## config.mk

```make
export PLATFORM = sky130hd
export DESIGN_NAME = sd_csd_register_decoder_core_flat
export DESIGN_NICKNAME = d
export VERILOG_FILES = /design/src/rtl/sdcsd_pkg.sv /design/src/rtl/sdcsd_req_if.sv /design/src/rtl/sdcsd_rsp_if.sv /design/src/rtl/sdcsd_in_stage.sv /design/src/rtl/sdcsd_decode.sv /design/src/rtl/sdcsd_out_stage.sv /design/src/rtl/sd_csd_register_decoder_core.sv /design/src/flat_wrapper.sv
export VERILOG_INCLUDE_DIRS = /design/src /design/src/rtl
export SDC_FILE = /design/constraint.sdc
export NUM_CORES = 1
export LEC_CHECK = 0
export BUFFER_PORTS_ARGS = -buffer_cell sky130_fd_sc_hd__buf_2
export CORE_ASPECT_RATIO = 0.9
export CORE_UTILIZATION = 40
export DETAILED_ROUTE_END_ITERATION = 12
export PLACE_DENSITY_LB_ADDON = 0.05
export REMOVE_ABC_BUFFERS = 1
export SLEW_MARGIN = 20
export SYNTH_ARGS = -nofsm -noshare
export SYNTH_HDL_FRONTEND = slang
export SYNTH_SLANG_ARGS = --single-unit
```

## constraint.sdc

```tcl
create_clock -name clk -period 14.27 [get_ports clk]
set_clock_uncertainty 0.15 [all_clocks]
set_input_delay 1.427 -clock clk [delete_from_list [all_inputs] [get_ports clk]]
set_output_delay 1.427 -clock clk [all_outputs]
set_load 0.02 [all_outputs]
```

## src/rtl/assert_macros.svh

```systemverilog
// ----------------------------------------------------------------------------
// Assertion macros
// Shared concurrent assertion forms for the CSD decoder.
// ----------------------------------------------------------------------------
`ifndef ASSERT_MACROS_SVH
`define ASSERT_MACROS_SVH

// Checked at every rising edge of clk while reset is released.
`define SDC_ASSERT(label, prop, msg) \
    label: assert property (@(posedge clk) disable iff (!rst_n) prop) else $error(msg);

// Checked at every rising edge of clk, reset included.
`define SDC_ASSERT_ALWAYS(label, prop, msg) \
    label: assert property (@(posedge clk) prop) else $error(msg);

`endif

```

## src/rtl/sdcsd_pkg.sv

```systemverilog
// ----------------------------------------------------------------------------
// sdcsd_pkg
// Types, status codes and rate tables for the SD/MMC CSD decoder.
// ----------------------------------------------------------------------------
`default_nettype none

package sdcsd_pkg;

    typedef enum logic [1:0] {
        ST_OK       = 2'd0,
        ST_TIMEOUT  = 2'd1,
        ST_MISMATCH = 2'd2,
        ST_BAD_CSD  = 2'd3
    } status_t;

    localparam logic [3:0] BLOCK_LEN_512 = 4'd9;

    typedef struct packed {
        logic [31:0] resp_word0;
        logic [31:0] resp_word1;
        logic [31:0] resp_word2;
        logic [31:0] resp_word3;
        logic        is_mmc;
        logic        response_received;
        logic        long_response;
    } csd_req_t;

    typedef struct packed {
        status_t     status;
        logic [32:0] sector_count;
        logic [29:0] transfer_speed;
        logic [16:0] erase_sectors;
        logic        erase_valid;
    } csd_rsp_t;

    function automatic logic [23:0] rate_exp_value(input logic [2:0] code);
        logic [23:0] val;
        unique case (code)
            3'd0:    val = 24'd10000;
            3'd1:    val = 24'd100000;
            3'd2:    val = 24'd1000000;
            3'd3:    val = 24'd10000000;
            default: val = 24'd0;
        endcase
        return val;
    endfunction

    function automatic logic [6:0] rate_mant_value(input logic [3:0] code);
        logic [6:0] val;
        unique case (code)
            4'd0:    val = 7'd0;
            4'd1:    val = 7'd10;
            4'd2:    val = 7'd12;
            4'd3:    val = 7'd13;
            4'd4:    val = 7'd15;
            4'd5:    val = 7'd20;
            4'd6:    val = 7'd25;
            4'd7:    val = 7'd30;
            4'd8:    val = 7'd35;
            4'd9:    val = 7'd40;
            4'd10:   val = 7'd45;
            4'd11:   val = 7'd50;
            4'd12:   val = 7'd55;
            4'd13:   val = 7'd60;
            4'd14:   val = 7'd70;
            default: val = 7'd80;
        endcase
        return val;
    endfunction

endpackage

`default_nettype wire

```

## src/rtl/sdcsd_req_if.sv

```systemverilog
// ----------------------------------------------------------------------------
// sdcsd_req_if
// Request channel: one CSD response image with its status flags.
// ----------------------------------------------------------------------------
`default_nettype none

interface sdcsd_req_if;
    logic        valid;
    logic        ready;
    logic [31:0] resp_word0;
    logic [31:0] resp_word1;
    logic [31:0] resp_word2;
    logic [31:0] resp_word3;
    logic        is_mmc;
    logic        response_received;
    logic        long_response;

    modport source (
        output valid, resp_word0, resp_word1, resp_word2, resp_word3,
               is_mmc, response_received, long_response,
        input  ready
    );

    modport sink (
        input  valid, resp_word0, resp_word1, resp_word2, resp_word3,
               is_mmc, response_received, long_response,
        output ready
    );
endinterface

`default_nettype wire

```

## src/rtl/sdcsd_rsp_if.sv

```systemverilog
// ----------------------------------------------------------------------------
// sdcsd_rsp_if
// Result channel: decoded capacity, speed and erase unit.
// ----------------------------------------------------------------------------
`default_nettype none

interface sdcsd_rsp_if;
    logic        valid;
    logic        ready;
    logic [1:0]  status;
    logic [32:0] sector_count;
    logic [29:0] transfer_speed;
    logic [16:0] erase_sectors;
    logic        erase_valid;

    modport source (
        output valid, status, sector_count, transfer_speed, erase_sectors, erase_valid,
        input  ready
    );

    modport sink (
        input  valid, status, sector_count, transfer_speed, erase_sectors, erase_valid,
        output ready
    );
endinterface

`default_nettype wire

```

## src/rtl/sdcsd_in_stage.sv

```systemverilog
// ----------------------------------------------------------------------------
// sdcsd_in_stage
// Input register capturing one request transfer per cycle unless stalled.
// ----------------------------------------------------------------------------
`default_nettype none

module sdcsd_in_stage
    import sdcsd_pkg::*;
(
    input  wire logic  clk,
    input  wire logic  rst_n,
    sdcsd_req_if.sink  req,
    input  wire logic  advance,
    output logic       stage_valid,
    output csd_req_t   stage_data
);

    logic     valid_reg;
    logic     valid_next;
    csd_req_t data_reg;
    logic     load;

    assign req.ready = !valid_reg || advance;
    assign load      = req.valid && req.ready;

    always_comb
    begin
        valid_next = valid_reg;
        if (req.ready)
        begin
            valid_next = req.valid;
        end
    end

    always_ff @(posedge clk or negedge rst_n)
    begin
        if (!rst_n)
        begin
            valid_reg <= 1'b0;
        end
        else
        begin
            valid_reg <= valid_next;
        end
    end

    always_ff @(posedge clk)
    begin
        if (load)
        begin
            data_reg.resp_word0        <= req.resp_word0;
            data_reg.resp_word1        <= req.resp_word1;
            data_reg.resp_word2        <= req.resp_word2;
            data_reg.resp_word3        <= req.resp_word3;
            data_reg.is_mmc            <= req.is_mmc;
            data_reg.response_received <= req.response_received;
            data_reg.long_response     <= req.long_response;
        end
    end

    assign stage_valid = valid_reg;
    assign stage_data  = data_reg;

endmodule

`default_nettype wire

```

## src/rtl/sdcsd_decode.sv

```systemverilog
// ----------------------------------------------------------------------------
// sdcsd_decode
// Combinational decode of one CSD image into capacity, speed and erase unit.
// ----------------------------------------------------------------------------
`default_nettype none

module sdcsd_decode
    import sdcsd_pkg::*;
(
    input  wire csd_req_t req_data,
    output csd_rsp_t      rsp_data
);

    logic [127:0] csd;
    logic [1:0]   structure;
    logic [11:0]  c_size_v1;
    logic [2:0]   c_size_mult;
    logic [3:0]   read_bl_len;
    logic [21:0]  c_size_v2;
    logic [3:0]   write_bl_len;
    logic [12:0]  v1_base;
    logic [3:0]   v1_shift;
    logic [32:0]  v1_sectors;
    logic [32:0]  v2_sectors;
    logic [29:0]  speed_full;
    logic [7:0]   sd_group;
    logic [10:0]  mmc_group;
    logic [2:0]   wbl_shift;
    logic         wbl_ok;

    assign csd = {req_data.resp_word0, req_data.resp_word1,
                  req_data.resp_word2, req_data.resp_word3};

    assign structure    = csd[127:126];
    assign c_size_v1    = csd[73:62];
    assign c_size_mult  = csd[49:47];
    assign read_bl_len  = csd[83:80];
    assign c_size_v2    = csd[69:48];
    assign write_bl_len = csd[25:22];

    assign v1_base    = {1'b0, c_size_v1} + 13'd1;
    assign v1_shift   = {1'b0, c_size_mult} + 4'd2 + (read_bl_len - BLOCK_LEN_512);
    assign v1_sectors = (read_bl_len >= BLOCK_LEN_512) ? (33'(v1_base) << v1_shift) : 33'd0;
    assign v2_sectors = 33'({1'b0, c_size_v2} + 23'd1) << 10;

    assign speed_full = rate_exp_value(csd[98:96]) * rate_mant_value(csd[102:99]);

    assign sd_group  = {1'b0, csd[45:39]} + 8'd1;
    assign mmc_group = 11'({1'b0, csd[46:42]} + 6'd1) * 11'({1'b0, csd[41:37]} + 6'd1);
    assign wbl_ok    = write_bl_len >= BLOCK_LEN_512;
    assign wbl_shift = 3'(write_bl_len - BLOCK_LEN_512);

    always_comb
    begin
        rsp_data = '{status: ST_OK, sector_count: '0, transfer_speed: '0,
                     erase_sectors: '0, erase_valid: 1'b0};
        if (!req_data.response_received)
        begin
            rsp_data.status = ST_TIMEOUT;
        end
        else if (!req_data.long_response)
        begin
            rsp_data.status = ST_MISMATCH;
        end
        else
        begin
            if (req_data.is_mmc || structure == 2'd0)
            begin
                rsp_data.sector_count = v1_sectors;
            end
            else if (structure == 2'd1)
            begin
                rsp_data.sector_count = v2_sectors;
            end
            else
            begin
                rsp_data.status = ST_BAD_CSD;
            end

            rsp_data.transfer_speed = speed_full;

            if (!req_data.is_mmc)
            begin
                if (csd[46])
                begin
                    rsp_data.erase_sectors = 17'd1;
                    rsp_data.erase_valid   = 1'b1;
                end
                else if (wbl_ok)
                begin
                    rsp_data.erase_sectors = 17'(sd_group) << wbl_shift;
                    rsp_data.erase_valid   = 1'b1;
                end
            end
            else if (wbl_ok)
            begin
                rsp_data.erase_sectors = 17'(mmc_group) << wbl_shift;
                rsp_data.erase_valid   = 1'b1;
            end
        end
    end

endmodule

`default_nettype wire

```

## src/rtl/sdcsd_out_stage.sv

```systemverilog
// ----------------------------------------------------------------------------
// sdcsd_out_stage
// Result register that holds a decoded result until it is taken.
// ----------------------------------------------------------------------------
`default_nettype none

module sdcsd_out_stage
    import sdcsd_pkg::*;
(
    input  wire logic     clk,
    input  wire logic     rst_n,
    input  wire logic     stage_valid,
    input  wire csd_rsp_t dec_data,
    sdcsd_rsp_if.source   rsp,
    output logic          advance
);

    logic     valid_reg;
    logic     valid_next;
    csd_rsp_t data_reg;

    assign advance = !valid_reg || rsp.ready;

    always_comb
    begin
        valid_next = valid_reg;
        if (advance)
        begin
            valid_next = stage_valid;
        end
    end

    always_ff @(posedge clk or negedge rst_n)
    begin
        if (!rst_n)
        begin
            valid_reg <= 1'b0;
        end
        else
        begin
            valid_reg <= valid_next;
        end
    end

    always_ff @(posedge clk)
    begin
        if (advance && stage_valid)
        begin
            data_reg <= dec_data;
        end
    end

    assign rsp.valid          = valid_reg;
    assign rsp.status         = data_reg.status;
    assign rsp.sector_count   = data_reg.sector_count;
    assign rsp.transfer_speed = data_reg.transfer_speed;
    assign rsp.erase_sectors  = data_reg.erase_sectors;
    assign rsp.erase_valid    = data_reg.erase_valid;

endmodule

`default_nettype wire

```

## src/rtl/sd_csd_register_decoder_core.sv

```systemverilog
// ----------------------------------------------------------------------------
// sd_csd_register_decoder_core
// SD/MMC CSD decoder: capacity, maximum transfer rate and erase unit.
// ----------------------------------------------------------------------------
// The block takes one CSD image per cycle unless stalled, and returns one
// result for each, in order. A request transfer is held in the input
// register, then the decode logic settles into the result register. Both
// registers advance together, so a new request is taken every cycle while
// results are taken every cycle, and a waiting result still lets one more
// request into the input register.
`default_nettype none

module sd_csd_register_decoder_core
    import sdcsd_pkg::*;
(
    input  wire logic   clk,
    input  wire logic   rst_n,
    sdcsd_req_if.sink   req,
    sdcsd_rsp_if.source rsp
);

`include "assert_macros.svh"

    logic     stage_valid;
    csd_req_t stage_data;
    csd_rsp_t dec_data;
    logic     advance;

    sdcsd_in_stage u_in_stage (
        .clk         (clk),
        .rst_n       (rst_n),
        .req         (req),
        .advance     (advance),
        .stage_valid (stage_valid),
        .stage_data  (stage_data)
    );

    sdcsd_decode u_decode (
        .req_data (stage_data),
        .rsp_data (dec_data)
    );

    sdcsd_out_stage u_out_stage (
        .clk         (clk),
        .rst_n       (rst_n),
        .stage_valid (stage_valid),
        .dec_data    (dec_data),
        .rsp         (rsp),
        .advance     (advance)
    );

    `SDC_ASSERT(a_req_captured, req.valid && req.ready |=> stage_valid,
        "Request transfer was not captured.")
    `SDC_ASSERT(a_full_stall, rsp.valid && !rsp.ready && stage_valid |-> !req.ready,
        "Request taken while the pipeline is full.")
    `SDC_ASSERT(a_no_response,
        rsp.valid && (rsp.status == ST_TIMEOUT || rsp.status == ST_MISMATCH)
        |-> rsp.sector_count == 33'd0 && rsp.transfer_speed == 30'd0 && !rsp.erase_valid,
        "Failed response carries decoded fields.")
    `SDC_ASSERT(a_erase_flag, rsp.valid && !rsp.erase_valid |-> rsp.erase_sectors == 17'd0,
        "Erase size set without its valid flag.")
    `SDC_ASSERT(a_bad_csd, rsp.valid && rsp.status == ST_BAD_CSD |-> rsp.sector_count == 33'd0,
        "Unknown structure reports a capacity.")

endmodule

`default_nettype wire
```

## src/flat_wrapper.sv

```systemverilog
// flat-port wrapper written by rule: the top's interface ports become plain ports
module sd_csd_register_decoder_core_flat import sdcsd_pkg::*;
  (clk, rst_n, req_valid, req_resp_word0, req_resp_word1, req_resp_word2, req_resp_word3, req_is_mmc, req_response_received, req_long_response, req_ready, rsp_valid, rsp_status, rsp_sector_count, rsp_transfer_speed, rsp_erase_sectors, rsp_erase_valid, rsp_ready);
  sdcsd_req_if req_i ();
  sdcsd_rsp_if rsp_i ();
  input  wire logic clk;
  input  wire logic rst_n;
  input wire logic [$bits(req_i.valid)-1:0] req_valid;
  input wire logic [$bits(req_i.resp_word0)-1:0] req_resp_word0;
  input wire logic [$bits(req_i.resp_word1)-1:0] req_resp_word1;
  input wire logic [$bits(req_i.resp_word2)-1:0] req_resp_word2;
  input wire logic [$bits(req_i.resp_word3)-1:0] req_resp_word3;
  input wire logic [$bits(req_i.is_mmc)-1:0] req_is_mmc;
  input wire logic [$bits(req_i.response_received)-1:0] req_response_received;
  input wire logic [$bits(req_i.long_response)-1:0] req_long_response;
  output wire logic [$bits(req_i.ready)-1:0] req_ready;
  output wire logic [$bits(rsp_i.valid)-1:0] rsp_valid;
  output wire logic [$bits(rsp_i.status)-1:0] rsp_status;
  output wire logic [$bits(rsp_i.sector_count)-1:0] rsp_sector_count;
  output wire logic [$bits(rsp_i.transfer_speed)-1:0] rsp_transfer_speed;
  output wire logic [$bits(rsp_i.erase_sectors)-1:0] rsp_erase_sectors;
  output wire logic [$bits(rsp_i.erase_valid)-1:0] rsp_erase_valid;
  input wire logic [$bits(rsp_i.ready)-1:0] rsp_ready;
  assign req_i.valid = req_valid;
  assign req_i.resp_word0 = req_resp_word0;
  assign req_i.resp_word1 = req_resp_word1;
  assign req_i.resp_word2 = req_resp_word2;
  assign req_i.resp_word3 = req_resp_word3;
  assign req_i.is_mmc = req_is_mmc;
  assign req_i.response_received = req_response_received;
  assign req_i.long_response = req_long_response;
  assign req_ready = req_i.ready;
  assign rsp_valid = rsp_i.valid;
  assign rsp_status = rsp_i.status;
  assign rsp_sector_count = rsp_i.sector_count;
  assign rsp_transfer_speed = rsp_i.transfer_speed;
  assign rsp_erase_sectors = rsp_i.erase_sectors;
  assign rsp_erase_valid = rsp_i.erase_valid;
  assign rsp_i.ready = rsp_ready;
  sd_csd_register_decoder_core u_core (.clk(clk), .rst_n(rst_n), .req(req_i), .rsp(rsp_i));
endmodule
```

==> impl_metrics.env, run 1 <==
export IMPL_layout_setup_ws_ns=7.937
export IMPL_globalplace_congestion=0.9071
export IMPL_synth_most_common_cell="inv_1"
export IMPL_fin_crit_ns=6.333
export IMPL_highest_layer="met4"
export IMPL_startpoint_type="register"
export IMPL_cts_setup_buffers=0
export IMPL_clk_pin_slew_ns=0.07
export IMPL_root_buffer="clkbuf_16"
export IMPL_fillers=3038
export IMPL_critPathArrivalTime_ns=6.34
export IMPL_placed_cell_area_sq_mm=0.01358
export IMPL_setup_tns_ns=0
export IMPL_final_area_sq_mm=0.01416
export IMPL_clockBufferDepth=2
export IMPL_antenna_found_initial=5
export IMPL_pre_cts_slack_ns=7.941
export IMPL_clock_latency_ns=0.44
export IMPL_ios=220
export IMPL_via_per_inst=5.276
export IMPL_hold_violations=0
export IMPL_synth_area_top_cells="edfxtp_1 (32%), fa_1 (14%), ha_1 (8.7%)"
export IMPL_drt_wirelength_per_cell_um=17.93
export IMPL_maxCapViolCount=0
export IMPL_routed_wl_um=32710
export IMPL_portBuffers=141
export IMPL_synth_ff_type="edfxtp_1"
export IMPL_fin_nets=1707
export IMPL_crit_family="adder cells"
export IMPL_gr_usage_all_layers_pct=20.69
export IMPL_drive_above_1_share_pct=15.17
export IMPL_ys_seq_area_share_pct=34.00
export IMPL_async_reset_ff_share_pct=1.379
export IMPL_cp_required_ns=14.28
export IMPL_yosysTopAreaCell="edfxtp_1"
export IMPL_core_area_sq_mm=0.03091
export IMPL_slew_viol_final=0
export IMPL_syn_inst=1284
export IMPL_die_width_um=188.9
export IMPL_grt_overflow_total=0
export IMPL_postCtsResizedCells=0
export IMPL_h_tree_depth=4
export IMPL_synth_edf_count=136
export IMPL_crit_type="reg -> reg"
export IMPL_post_route_drc_count=0
export IMPL_tightestPinTransition_ns=1.005
export IMPL_clock_sinks=145
export IMPL_vias=9624
export IMPL_drtIter0Drc=644
export IMPL_setup_viol=0
export IMPL_rsz0062_at_grt="false"
export IMPL_min_path_type="reg -> reg"
export IMPL_wl_met3_um=2143
export IMPL_die_y_um=170.2
export IMPL_fin_crit_sh_pct=44.38
export IMPL_relSlewSlack_pct=32.39
export IMPL_yosysWarnings=0
export IMPL_ir_drop_v=0.00008493
export IMPL_yosysUniqueCellTypes=79
export IMPL_start_util_pct=40.66
export IMPL_synth_area_sq_mm=0.01257
export IMPL_cp_num_buf_inv=4
export IMPL_area_delta_synth_final_pct=12.63
export IMPL_die_area_sq_mm=0.03214
export IMPL_totalPowerFinal_mw=1.582
export IMPL_grt_pass1_wl_um=51050
export IMPL_grt_max_degree=64
export IMPL_worstPathMaxFanout=21
export IMPL_tritoncts="done"
export IMPL_crit_path_max_incr_delay_ns=0.72
export IMPL_wl_met1_um=16260
export IMPL_whs_ns=0.3566
export IMPL_crit_chain="nor3_1 > and2_1 > inv_1 > fa_1 > inv_1 > fa_1 > fa_1 > inv_1 > fa_1 > inv_1 > ha_1 > a21oi_1 > o21ai_0 > a2111oi_0 > nor2_1 > a211oi_1 > xnor2_1 > nor2_1"
export IMPL_yosys_top_cells_count="inv_1 (153), edfxtp_1 (136), nor2_1 (115), nand2_1 (109)"
export IMPL_largest_reg_flops=57
export IMPL_syn_area_per_cell_sq_um=9.789
export IMPL_status="complete, no violations"
export IMPL_yosys_area_top_type_share_pct=32.49
export IMPL_numCtsBuffers=17
export IMPL_power_leakage_nw=6.243
export IMPL_dr_wl_met2_um=13870
export IMPL_ant_nets=0
export IMPL_powerDensity_mw_per_mm2=111.7
export IMPL_dp_hpwl_um=25850
export IMPL_slowest_stage="edfxtp_1"
export IMPL_fmax_mhz=157.9
export IMPL_rows=61
export IMPL_grt_pass1_vias=9113
export IMPL_holdBufCountCts=0
export IMPL_synth_ff_latch_count=145
export IMPL_worstSetupEndpointType="register"
export IMPL_first_pass_iters=5
==> path summary, 6_finish.rpt <==
| check | from | end | slack, ns | cells after the start |
|---|---|---|---|---|
| min in group asynchronous | rst_n | u_core.u_out_stage.rsp.valid | 0.61 | 1 |
| setup reg to reg | u_core.u_in_stage.stage_data[99] | u_core.u_out_stage.rsp.transfer_speed[19] | 7.94 | 18 |
| setup / recovery | u_core.u_in_stage.stage_data[99] | u_core.u_out_stage.rsp.transfer_speed[19] | 7.94 | 18 |
| hold / removal | u_core.u_in_stage.stage_valid | u_core.u_out_stage.rsp.valid | 0.36 | 1 |
| max in group asynchronous | rst_n | u_core.u_in_stage.stage_valid | 13.27 | 1 |
| hold reg to reg | u_core.u_in_stage.stage_valid | u_core.u_out_stage.rsp.valid | 0.36 | 1 |
==> report_power, final <==
part           switching [mW]  total, mW  internal (mW)  leakage (nW)
sequential             0.0275      0.535          0.508          1.42
combinational           0.376      0.604          0.227          4.54
clock                   0.212      0.443          0.232         0.276
total                   0.615       1.58          0.967          6.24
==> cells by family (layout without fill, tap and decap cells) <==
family | count (synthesis) | count (layout) | share of synthesized area (%)
other | 1 | 8 | 0.02983
flip-flops | 145 | 145 | 34.00
XOR/XNOR | 67 | 67 | 4.728
adder cells (fa/ha/maj) | 174 | 174 | 22.52
AND/OR/NAND/NOR | 410 | 410 | 16.09
buffers and inverters | 208 | 332 | 6.679
AO/OA/AOI/OAI | 247 | 247 | 13.12
multiplexers | 32 | 32 | 2.837
==> layout by cell type, fill, tap and decap left out, types with 7 or more instances in the layout <==
master / netlist / final
a211oi_1: 11 / 11
a21o_1: 19 / 19
a21oi_1: 59 / 59
a31oi_1: 12 / 12
and2_1: 28 / 27
and3_1: 11 / 11
buf_2: 13 / 141
clkbuf_16: 0 / 17
dfxtp_1: 7 / 7
edfxtp_1: 136 / 136
fa_1: 87 / 87
ha_1: 87 / 87
inv_1: 153 / 152
mux2i_1: 23 / 23
nand2_1: 109 / 108
nand2b_1: 18 / 18
nand3_1: 24 / 24
nand4_1: 15 / 15
nor2_1: 115 / 115
nor2b_1: 18 / 18
nor3_1: 27 / 27
o21a_1: 8 / 8
o21ai_0: 47 / 47
o221ai_1: 7 / 7
o22ai_1: 18 / 18
or2_2: 8 / 8
xnor2_1: 34 / 34
xor2_1: 32 / 32
==> routing by layer <==
| metal | vias up | global-route usage (%) |
|---|---|---|
| met3 | 26 | 4.578 |
| met5 | - | 0 |
| li1 | 4697 | - |
| met1 | 4587 | 30.28 |
| met4 | 0 | 6.066 |
| met2 | 314 | 30.35 |
==> cell type report <==
type	count	area [sq um]	area share [%]
clock inverter	15	142.6	1.008
tap	409	511.7	3.615
sequential	145	4274	30.19
timing repair buffer	146	743.2	5.250
clock buffer	17	425.4	3.005
inverter	154	578.1	4.083
multi-input combinational	934	7472	52.78
antenna	4	10.01	0.07070
==> metrics by stage <==
step,std cells,util [%]
5_1_grt,1823,45.79
6_report,1824,45.80
3_5_place_dp,1788,43.93
4_1_cts,1820,45.77
2_1_floorplan,1233,-
3_3_place_gp,1788,43.93
No activity file was read; power rests on OpenSTA's default activity.
==> run 2, diff against run 1 <==
- clock period: 14.27 -> 6.45 ns (I/O delays scaled with it)
==> run 2 against run 1 <==
Net effect:
- critical path depth shrank 3
- setup slack lost 7.3 ns
- first-iteration DRC count grew 11%
- register-to-register slack lost 7.3 ns
- clock power grew 130%
- sequential power grew 120%
- die area is the same
- critical endpoint unchanged
- largest cell class unchanged
- highest routed layer unchanged
==> impl_metrics.env, run 2 (same netlist as run 1, synthesis figures left out) <==
export IMPL_cp_required_ns=6.47
export IMPL_power_leakage_nw=6.311
export IMPL_drive_above_1_share_pct=15.69
export IMPL_via_per_inst=5.281
export IMPL_grt_pass1_vias=9338
export IMPL_fin_crit_ns=5.820
export IMPL_clock_sinks=145
export IMPL_setup_tns_ns=0
export IMPL_post_route_drc_count=0
export IMPL_tritoncts="done"
export IMPL_gr_usage_all_layers_pct=20.89
export IMPL_totalPowerFinal_mw=3.556
export IMPL_drtIter0Drc=713
export IMPL_power_switching_mw=1.339
export IMPL_die_y_um=170.2
export IMPL_min_path_type="in -> reg"
export IMPL_die_area_sq_mm=0.03214
export IMPL_root_buffer="clkbuf_16"
export IMPL_pre_cts_slack_ns=0.6110
export IMPL_setup_viol=0
export IMPL_grt_max_degree=80
export IMPL_routed_wl_um=32350
export IMPL_tightestPinTransition_ns=1.045
export IMPL_placed_cell_area_sq_mm=0.01365
export IMPL_grt_overflow_total=0
export IMPL_combPwrFrac_pct=37.6
export IMPL_slew_viol_final=0
export IMPL_final_common_cell="inv_1"
export IMPL_ant_nets=0
export IMPL_p_seq_share_pct=33.2
export IMPL_first_pass_iters=5
export IMPL_worstSetupEndpointType="register"
export IMPL_final_cell_mix="inv_1 (152), buf_2 (141), edfxtp_1 (136)"
export IMPL_grt_pass1_wl_um=51560
export IMPL_numCtsBuffers=17
export IMPL_rsz0062_at_grt="false"
export IMPL_maxCapViolCount=0
export IMPL_h_tree_depth=4
export IMPL_startpoint_type="register"
export IMPL_clock_latency_ns=0.44
export IMPL_ios=220
export IMPL_p_int_mw=2.217
export IMPL_largest_reg_flops=57
export IMPL_portBuffers=141
export IMPL_multiInputGateArea_sq_mm=0.007472
export IMPL_clockBufferDepth=2
export IMPL_area_delta_synth_final_pct=13.55
export IMPL_layout_setup_ws_ns=0.6304
export IMPL_dp_hpwl_um=25610
export IMPL_fin_nets=1717
export IMPL_fin_crit_sh_pct=90.23
export IMPL_crit_type="reg -> reg"
export IMPL_ir_drop_v=0.0002108
export IMPL_hold_violations=0
export IMPL_swShare_pct=37.66
export IMPL_antenna_found_initial=0
export IMPL_powerDensity_mw_per_mm2=249.2
export IMPL_fillers=2976
export IMPL_critPathArrivalTime_ns=5.84
export IMPL_power_frac_clock_pct=29.3
export IMPL_die_width_um=188.9
export IMPL_relSlewSlack_pct=29.70
export IMPL_regArea_sq_mm=0.004274
export IMPL_num_antenna_cells=0
export IMPL_rows=61
export IMPL_drt_wirelength_per_cell_um=17.68
export IMPL_core_area_sq_mm=0.03091
export IMPL_clk_pin_slew_ns=0.07
export IMPL_globalplace_congestion=0.8913
export IMPL_cts_setup_buffers=0
export IMPL_start_util_pct=40.66
export IMPL_status="complete, no violations"
export IMPL_final_area_sq_mm=0.01427
export IMPL_vias=9665
export IMPL_fmax_mhz=171.8
export IMPL_whs_ns=0.2204
export IMPL_worstPathMaxFanout=9
[run 2: cell count changes in the layout (fill, tap and decap cells not counted), sizes merged]
cell,change
buf,+9
diode,-4
inv,-2
bufinv,+2
dlygate4sd3,+1
[run 2: repair_timing]
action / in CTS / in global routing
setup endpoints to repair: 0 / 0
resized for setup: 0 / 0
endpoints found under the hold margin: 2 / 0
hold buffers: 1 / 0
[run 2: final timing paths]
path                                                    from                                   endpoint  slack [ns]  depth (start not counted)
max in group asynchronous                              rst_n               u_core.u_out_stage.rsp.valid        5.68                          2
setup / recovery           u_core.u_in_stage.stage_data[101]  u_core.u_out_stage.rsp.transfer_speed[19]        0.63                         15
hold / removal                             req_resp_word0[2]          u_core.u_in_stage.stage_data[101]        0.22                          1
hold reg to reg                u_core.u_in_stage.stage_valid               u_core.u_out_stage.rsp.valid        0.36                          1
setup reg to reg           u_core.u_in_stage.stage_data[101]  u_core.u_out_stage.rsp.transfer_speed[19]        0.63                         15
min in group asynchronous                              rst_n              u_core.u_in_stage.stage_valid        0.37                          2
[run 2: area by class of cell]
| class | count | area share (%) |
|---|---|---|
| inverters | 154 | 4.050 |
| well taps | 409 | 3.586 |
| flip-flops and latches | 145 | 29.95 |
| repair buffers | 156 | 5.777 |
| multi-input cells | 934 | 52.35 |
| clock inverters | 15 | 1.306 |
| clock buffers | 17 | 2.981 |
[run 2: power by group through the flow]
stage	Combinational (mW)	Clock (mW)	Sequential, mW
4_1_cts	1.34	1.07	1.18
3_5_place_dp	1.33	0	1.20
6_report	1.34	1.04	1.18
3_3_place_gp	1.33	0	1.20
5_1_grt	1.51	1.10	1.19
2_1_floorplan	0.920	0	1.25
[run 2: per-layer routing]
layer	global-route usage, %	routed length, um	vias up
li1	-	-	4723
met1	31.01	16310	4584
met2	30.40	13380	320
met3	4.145	2087	38
met4	6.346	571	0
met5	0	0	-
[run 2: per-stage QoR]
step,std cells,util (%)
floorplan,1233,-
global placement,1797,44.15
detailed placement,1797,44.15
CTS,1830,46.16
global route,1830,46.17
finish,1830,46.17
[run 2: critical path: stages (launching register included)]
cell       delay [ns]
edfxtp_1         0.52
nor2b_1          0.35
nand2_1          0.13
nor2_1           0.38
fa_1             0.52
fa_1             0.53
fa_1             0.57
fa_1             0.50
ha_1             0.35
a21oi_1          0.29
o21ai_0          0.15
a2111oi_0        0.48
nor2_1           0.09
a211oi_1         0.31
xnor2_1          0.15
nor2_1           0.06
==> run 3, diff against run 2 <==
- PLACE_DENSITY_LB_ADDON: 0.05 -> 0.25
==> run 3 against run 2 <==
Net effect:
- flip-flop and latch count stayed put
- critical path depth is 3 higher
- fmax is 0.12% lower
- first-iteration DRC count is 8.1% higher
- sequential power hardly changed
- final cell count is 0.22% lower
- hold slack better by 0.0061 ns
- power is 3.5% lower
- combinational power hardly changed
- critical path type unchanged
- largest cell class unchanged
==> impl_metrics.env, run 3 (same netlist as run 1, synthesis figures left out) <==
export IMPL_powerDensity_mw_per_mm2=242.1
export IMPL_via_per_inst=5.306
export IMPL_use_met1_pct=28.34
export IMPL_fillers=2931
export IMPL_vias=9689
export IMPL_dp_hpwl_um=24600
export IMPL_critPathArrivalTime_ns=5.86
export IMPL_area_delta_synth_final_pct=12.82
export IMPL_grt_pass1_vias=9417
export IMPL_ant_nets=0
export IMPL_core_area_sq_mm=0.03091
export IMPL_final_cell_mix="inv_1 (152), buf_2 (141), edfxtp_1 (136)"
export IMPL_clk_pin_slew_ns=0.07
export IMPL_power_leakage_nw=6.268
export IMPL_drive_above_1_share_pct=15.31
export IMPL_min_path_type="in -> reg"
export IMPL_grt_max_degree=74
export IMPL_met2_usage_pct=31.11
export IMPL_grt_pass1_wl_um=50250
export IMPL_cp_num_buf_inv=4
export IMPL_use_met3_pct=3.650
export IMPL_tritoncts="done"
export IMPL_setup_viol=0
export IMPL_ios=220
export IMPL_setup_tns_ns=0
export IMPL_die_width_um=188.9
export IMPL_clockBufferDepth=2
export IMPL_status="complete, no violations"
export IMPL_die_area_sq_mm=0.03214
export IMPL_slew_viol_final=0
export IMPL_portBuffers=141
export IMPL_worstSetupEndpointType="register"
export IMPL_tightestPinTransition_ns=0.9977
export IMPL_crit_chain="nor3_1 > and2_1 > inv_1 > fa_1 > inv_1 > fa_1 > fa_1 > inv_1 > fa_1 > inv_1 > ha_1 > a21o_1 > a21oi_1 > o21ai_0 > or2_1 > o41a_1 > xnor2_1 > nor2_1"
export IMPL_dp_cells=1795
export IMPL_crit_family="adder cells"
export IMPL_layout_setup_ws_ns=0.6234
export IMPL_numCtsBuffers=17
export IMPL_clock_latency_ns=0.44
export IMPL_crit_path_max_incr_delay_ns=0.56
export IMPL_pre_cts_slack_ns=0.6805
export IMPL_totalPowerFinal_mw=3.433
export IMPL_first_pass_iters=5
export IMPL_gr_max_usage_layer="met2"
export IMPL_relSlewSlack_pct=32.87
export IMPL_gr_usage_all_layers_pct=20.12
export IMPL_num_antenna_cells=0
export IMPL_slowest_stage="fa_1"
export IMPL_crit_type="reg -> reg"
export IMPL_grt_overflow_total=0
export IMPL_reg2reg_from="u_core.u_in_stage.stage_data[99]"
export IMPL_drt_wirelength_per_cell_um=17.16
export IMPL_clock_sinks=145
export IMPL_stdcell_count=1826
export IMPL_cp_startpoint="u_core.u_in_stage.stage_data[99]"
export IMPL_fin_crit_sh_pct=90.33
export IMPL_cts_setup_buffers=0
export IMPL_largest_reg_flops=57
export IMPL_drtIter0Drc=771
export IMPL_startpoint_type="register"
export IMPL_die_y_um=170.2
export IMPL_ir_drop_v=0.0002013
export IMPL_rsz0062_at_grt="false"
export IMPL_fin_crit_ns=5.827
export IMPL_h_tree_depth=4
export IMPL_min_from="req_resp_word2[31]"
export IMPL_fin_nets=1715
export IMPL_cp_required_ns=6.48
export IMPL_rows=61
export IMPL_start_util_pct=40.66
export IMPL_routed_wl_um=31330
export IMPL_antenna_found_initial=0
export IMPL_final_common_cell="inv_1"
export IMPL_whs_ns=0.2265
export IMPL_hold_violations=0
export IMPL_maxCapViolCount=0
export IMPL_post_route_drc_count=0
export IMPL_globalplace_congestion=0.9336
export IMPL_fmax_mhz=171.6
export IMPL_worstPathMaxFanout=10
export IMPL_root_buffer="clkbuf_16"
run 3: cell types whose count changed in the layout (fill, tap and decap cells not counted), sizes merged:
cell    change
clkinv      +4
clkbuf      +1
inv         -6
buf         -2
bufinv      -1
run 3: metal layers:
layer  share of wire, %  up-vias
met4                2.0        0
met2                 44      367
met1                 47     4571
met3                6.6       37
li1                   -     4714
met5                  0        -
run 3: final timing paths:
kind | to | slack [ns] | depth (start not counted)
worst max-delay path | u_core.u_out_stage.rsp.transfer_speed[24] | 0.62 | 18
worst min-delay path | u_core.u_in_stage.stage_data[66] | 0.23 | 1
min in group asynchronous | u_core.u_out_stage.rsp.valid | 0.39 | 2
max in group asynchronous | u_core.u_in_stage.stage_valid | 5.67 | 2
worst max register to register | u_core.u_out_stage.rsp.transfer_speed[24] | 0.62 | 18
worst min register to register | u_core.u_out_stage.rsp.valid | 0.38 | 1
run 3: cell type report:
class / count / area, sq um / area share, %
tap: 409 / 511.7 / 3.609
timing repair buffer: 154 / 805.8 / 5.682
multi-input combinational: 934 / 7470 / 52.67
clock buffer: 18 / 429.2 / 3.026
inverter: 154 / 578.1 / 4.076
sequential: 145 / 4274 / 30.14
clock inverter: 12 / 112.6 / 0.7941
run 3: through the flow:
step           util (%)  area, sq um
2_1_floorplan         -        12320
3_3_place_gp      44.09        13630
3_5_place_dp      44.09        13630
4_1_cts           45.88        14180
5_1_grt           45.88        14180
6_report          45.88        14180
run 3: report_power, final:
group / leakage (nW) / switching (mW) / total (mW) / internal, mW
clock: 0.262 / 0.405 / 0.932 / 0.527
sequential: 1.42 / 0.0587 / 1.18 / 1.12
combinational: 4.58 / 0.815 / 1.32 / 0.502
total: 6.27 / 1.28 / 3.43 / 2.15
run 3: timing repair:
action | CTS | global route
endpoints found under the hold margin | 2 | 0
hold buffers | 1 | 0
gates resized for setup | 0 | 0
run 3: worst register-to-register path: cells and delay by family, from the launching register on:
| kind | cells | cell delay [ns] |
|---|---|---|
| compound gates | 4 | 0.94 |
| xor+xnor | 1 | 0.14 |
| fa+ha+maj | 5 | 2.50 |
| buf+inv | 4 | 0.26 |
| flops | 1 | 0.53 |
| simple gates | 4 | 1.04 |
